==> src/rtl/tbla_pkg.sv <==
// Shared types and constants for the timed block lease allocator.
// No dependencies; imported by the controller, datapath and top level.
package tbla_pkg;

   localparam int TIME_W    = 32;
   localparam int BLK_W     = 10;
   localparam int TIMEOUT_W = 16;

   localparam logic [TIMEOUT_W-1:0] TIMEOUT_RST = 16'd600;

   // result status codes
   localparam logic [1:0] STAT_GRANTED = 2'd0;
   localparam logic [1:0] STAT_HIT     = 2'd1;
   localparam logic [1:0] STAT_MISS    = 2'd2;
   localparam logic [1:0] STAT_FULL    = 2'd3;

   // controller -> datapath
   typedef struct packed {
      logic clr_wr;    // clearing pass write
      logic capture;   // take the request, issue first read
      logic acc_chk;   // evaluate an access
      logic scan_chk;  // evaluate one block of an allocate scan
      logic out_load;  // move pending result into the output register
   } dp_cmd_type;

   // datapath -> controller
   typedef struct packed {
      logic clr_last;
      logic is_access;
      logic in_range;
      logic live;
      logic chk_last;
   } dp_stat_type;

endpackage

==> src/rtl/tbla_ctrl.sv <==
// Controller state machine: clearing pass, access check, allocate scan, output.
// Depends on tbla_pkg.
module tbla_ctrl
   import tbla_pkg::*;
(
   input  logic        clock,
   input  logic        reset,
   input  logic        req_tvalid,
   output logic        req_tready,
   output logic        rsp_tvalid,
   input  logic        rsp_tready,
   output dp_cmd_type  cmd,
   input  dp_stat_type stat
);

   localparam logic [2:0] S_CLEAR = 3'd0;
   localparam logic [2:0] S_IDLE  = 3'd1;
   localparam logic [2:0] S_ACC   = 3'd2;
   localparam logic [2:0] S_SCAN  = 3'd3;
   localparam logic [2:0] S_RESP  = 3'd4;

   logic [2:0] state_ff, state_in;
   logic       rsp_valid_ff, rsp_valid_in;

   assign req_tready = (state_ff == S_IDLE);
   assign rsp_tvalid = rsp_valid_ff;

   always_comb begin
      state_in = state_ff;
      cmd      = '0;
      case (state_ff)
         S_CLEAR: begin
            cmd.clr_wr = 1'b1;
            if (stat.clr_last) begin
               state_in = S_IDLE;
            end
         end
         S_IDLE: begin
            if (req_tvalid) begin
               cmd.capture = 1'b1;
               if (!stat.is_access) begin
                  state_in = S_SCAN;
               end else if (stat.in_range) begin
                  state_in = S_ACC;
               end else begin
                  state_in = S_RESP;
               end
            end
         end
         S_ACC: begin
            cmd.acc_chk = 1'b1;
            state_in    = S_RESP;
         end
         S_SCAN: begin
            cmd.scan_chk = 1'b1;
            if (!stat.live || stat.chk_last) begin
               state_in = S_RESP;
            end
         end
         S_RESP: begin
            if (!rsp_valid_ff || rsp_tready) begin
               cmd.out_load = 1'b1;
               state_in     = S_IDLE;
            end
         end
         default: begin
            state_in = S_CLEAR;
         end
      endcase
   end

   always_comb begin
      if (cmd.out_load) begin
         rsp_valid_in = 1'b1;
      end else if (rsp_tready) begin
         rsp_valid_in = 1'b0;
      end else begin
         rsp_valid_in = rsp_valid_ff;
      end
   end

   always_ff @(posedge clock) begin
      if (reset) begin
         state_ff     <= S_CLEAR;
         rsp_valid_ff <= 1'b0;
      end else begin
         state_ff     <= state_in;
         rsp_valid_ff <= rsp_valid_in;
      end
   end

endmodule

==> config.mk <==
export PLATFORM = sky130hd
export DESIGN_NAME = tbla_ctrl
export DESIGN_NICKNAME = d
export VERILOG_FILES = /design/src/rtl/tbla_pkg.sv /design/src/rtl/tbla_ctrl.sv
export SDC_FILE = /design/constraint.sdc
export NUM_CORES = 1
export LEC_CHECK = 0
export BUFFER_PORTS_ARGS = -buffer_cell sky130_fd_sc_hd__buf_2
export CORE_AREA = 2 2 39 41
export CTS_BUF_LIST = sky130_fd_sc_hd__clkbuf_4 sky130_fd_sc_hd__clkbuf_8
export DETAILED_ROUTE_END_ITERATION = 12
export DIE_AREA = 0 0 41 43
export PLACE_DENSITY = 0.57
export SYNTH_ARGS = -nofsm -noshare
export SYNTH_HDL_FRONTEND = slang
export SYNTH_SLANG_ARGS = --single-unit
==> constraint.sdc <==
create_clock -name clock -period 1.9 [get_ports clock]
set_input_delay 0.38 -clock clock [delete_from_list [all_inputs] [get_ports clock]]
set_output_delay 0.38 -clock clock [all_outputs]
set_load 0.05 [all_outputs]
==> results summary <==
The quantity of hold-fixing buffers added after cts is 0. The mean routed wirelength per cell came out at 10.1 um. The worst setup path is launched from a register.

The initial standard-cell utilization of the core came out at 20.5%. Summing over every cut layer, the via total after detailed routing is 282. The global-route wire length before repair came out at 1.06 mm. CTS built an H-tree with a depth of 1.

The number of distinct library cells after synthesis came out at 22. Setup violations remaining at the end of the flow were counted as 0. The worst setup path is captured at an output pin.

The post-synthesis compound-gate area fraction came out at between 20% and 30%. The number of buffers inserted by post-CTS setup repair is 0. The library cell used most frequently in the layout, excluding fill and tap cells, is sky130_fd_sc_hd__buf_2. The number of nets still failing antenna checks after routing is 0. The startpoint identified for the worst hold timing path is reset. The setup slack of the worst register-to-register path is between 0.7 and 0.8 ns.

The count of warnings emitted by yosys came out at 0. The depth of the worst register-to-register path came out at 3. The core box area is between 1000 and 1500 um^2.

The first detailed-routing pass took 2 iterations. The boundary pin count is 16. After clock tree synthesis, the clock-pin slew on the worst setup and hold paths is ~0.040 ns. The routability congestion estimate came out at 0.712. Excluding fillers, the count of instances in the completed layout stands at 64. The sum of buffers and inverters on the critical path came out at 1.

The number of global-route vias before repair came out at 285. The total detailed-routing wirelength is ~650 um. 0 antenna diodes ended up in the layout. The HPWL after detailed placement is 509 um. The synthesized net count came out at 41.

The worst-case hold slack came out at roughly 0.37 ns. The clock tree skew after final layout came out at approximately 0.0024 ns. The end of the worst register-to-register path is state_ff[2]. The flow ran to the end, and the final reports show no timing, DRC or antenna violations. The final count of pins violating max slew came to 0. Among all stages on the critical path, the largest delay is contributed by sky130_fd_sc_hd__dfxtp_1.

Setup repair after global routing left no endpoint under its margin. The maximum number of pins on one net before global-route repair came out at 10. The smallest setup slack after layout came out at about 0.19 ns. The leakage power of the design came out at between 0.15 and 0.2 nW. The netlist area before placement came out at around 280 um^2.

The initial antenna violation count was 0. The main combinational cell family by area after synthesis is simple AND/OR/NAND/NOR gates. The top cell types in the final layout, fill and taps aside, are sky130_fd_sc_hd__buf_2, sky130_fd_sc_hd__dfxtp_1, sky130_fd_sc_hd__nor2_1, sky130_fd_sc_hd__clkbuf_4. The standard cell area after detailed placement is 368 um^2. The design draws between 0.2 and 0.3 mW. The end-of-flow core utilization is around 28%. The y dimension of the die is approximately 43 um. In this run the deepest clock path goes through 2 buffers.

Global routing finished with a remaining overflow of 0. The category of the most critical setup path is reg2out. The finished cells cover a little under 400 um^2.

The routed metal-1 wire length is between 200 and 300 um. The worst register-to-register path begins at state_ff[0]. The XOR/XNOR share of the synthesized area came out at 0%. Synthesis inferred 4 register bits. After detailed routing, the number of remaining DRC violations is 0. The TritonCTS buffer count came out at 3.

The count of routing violations after the opening detailed-route iteration came out at 5. The critical path's largest stage delay is about 0.37 ns. The net count reported at finish came out at a little under 60. The total number of clock tree sinks is 4. The overall die width came out at 41 um. In this run the power density over the cells is around 760 nW/um^2. The tool flagged a number of max-cap violations equal to 0. Including well taps, the total number of placed cells is just over 60. After detailed routing, no signal wire sits above met4. The simple-gate portion of the synthesized area came out at between 30% and 40%. The path with the worst hold slack has its endpoint at state_ff[0]. Summing the areas of all fa, ha and maj instances in the mapped netlist gives 0% of the synthesized area.

In the detailed route, the total length drawn on met3 is between 30 and 40 um. The area overhead of the layout relative to synthesis came out at 37.4%. The average cell area after synthesis is ~8.9 um^2. The global-route usage over all layers is 9.73%. Dividing the detail-routed via count by the number of cells gives about 4.4.

VDD sags by at most 0.000168 V. The synthesized netlist cell count came out at 32. The portion of netlist area occupied by mux cells is between 3 and 4%. The floorplan has 14 rows.

The total negative slack for setup checks came out at 0 ns. The total of cells resized after clock tree synthesis came out at 0. Headroom to the max-slew limit came out at ~80%. The area of the die is around 1800 um^2. The number of endpoints with negative hold slack in the final report came out at 0. The maximum achievable frequency came out at roughly 600 MHz. In this run the worst path has a maximum fanout of 6. The worst slack after detailed placement came out at 0.441 ns. The cell sitting at the root of the clock tree is a sky130_fd_sc_hd__clkbuf_4. Buffers placed on the I/O ports in this run total 15. The sequential area share after synthesis is around 28%. The worst hold path passes through 2 cells. The post-route netlist has a little over half of its cells at a drive strength greater than 1. The clock network latency to the later pin of the worst-skew pair is between 0.2 and 0.25 ns.

The arrival time of data at the critical path endpoint is about 1.3 ns. The fill cell total of the finished layout is approximately 160. The portion of the clock cycle consumed by the worst path in the final layout is around nine tenths.

The minimum clock period after layout came out at between 1.5 and 2 ns. The actual transition at the worst max-transition pin is ~0.29 ns. The signal on the critical path passes through nor2_1, and3_2, buf_2. The routed wire length on met2 came out at between 300 and 400 um. The clock tree from TritonCTS is yes.

On the critical path the largest part of the delay comes from simple AND/OR/NAND/NOR gates. The classification of the worst-slack hold path is in2reg. STA puts the critical path data required time at between 1.5 and 2 ns. The critical path crosses 3 cells after its start point.
==> cells by family (layout without fill, tap and decap cells) <==
group | after synthesis | count (layout)
compound gates | 7 | 7
buf+inv | 3 | 19
flops | 4 | 4
mux | 1 | 1
simple gates | 17 | 17
==> cell type report <==
class / count / area [um^2] / share of cell area (%)
timing repair buffer: 15 / 75.1 / 19.2
sequential: 4 / 80.1 / 20.5
inverter: 1 / 3.75 / 0.962
clock buffer: 3 / 22.5 / 5.77
tap: 16 / 20.0 / 5.13
multi-input combinational: 25 / 189 / 48.4
==> power by group <==
| group | switching [mW] | internal [mW] | leakage, nW | total (mW) |
|---|---|---|---|---|
| sequential | 0.00878 | 0.0892 | 0.0327 | 0.0980 |
| clock | 0.0362 | 0.0707 | 0.0138 | 0.107 |
| combinational | 0.0593 | 0.0317 | 0.142 | 0.0909 |
| total | 0.104 | 0.192 | 0.189 | 0.296 |
==> registers in the layout, indices dropped and copies added, names as in the netlist <==
signal / cells
state_ff: 3
rsp_tvalid: 1
==> synth_stat cells (all sizes together) <==
| master | number | share of area (%) |
|---|---|---|
| a211oi | 1 | 2.6 |
| a21o | 1 | 2.6 |
| a21oi | 1 | 1.8 |
| a221oi | 1 | 5.3 |
| a31oi | 1 | 2.2 |
| and2 | 1 | 2.2 |
| and3 | 1 | 2.6 |
| and3b | 1 | 3.1 |
| and4bb | 1 | 4.4 |
| buf | 2 | 6.6 |
| dfxtp | 4 | 28 |
| inv | 1 | 1.3 |
| mux2i | 1 | 3.5 |
| nand2 | 2 | 2.6 |
| nand2b | 3 | 9.2 |
| nand3b | 1 | 2.6 |
| nor2 | 4 | 5.3 |
| nor3 | 3 | 5.3 |
| o21ai | 1 | 1.8 |
| o21bai | 1 | 6.6 |
==> per-layer routing <==
metal | vias up | global-route usage [%]
li1 | 145 | -
met1 | 126 | 9.94
met2 | 9 | 13.1
met3 | 2 | 3.14
met4 | 0 | 12.0
met5 | - | 0
==> how the worst max path moves through the flow <==
stage	startpoint	to	slack, ns
global placement	state_ff[0]	cmd[0]	0.45
global route	state_ff[0]	cmd[0]	0.11
finish	state_ff[0]	cmd[0]	0.19
floorplan	state_ff[2]	cmd[3]	0.02
detailed placement	state_ff[2]	cmd[3]	0.44
CTS	state_ff[0]	cmd[0]	0.19
Power figures use the tool's default switching activity.
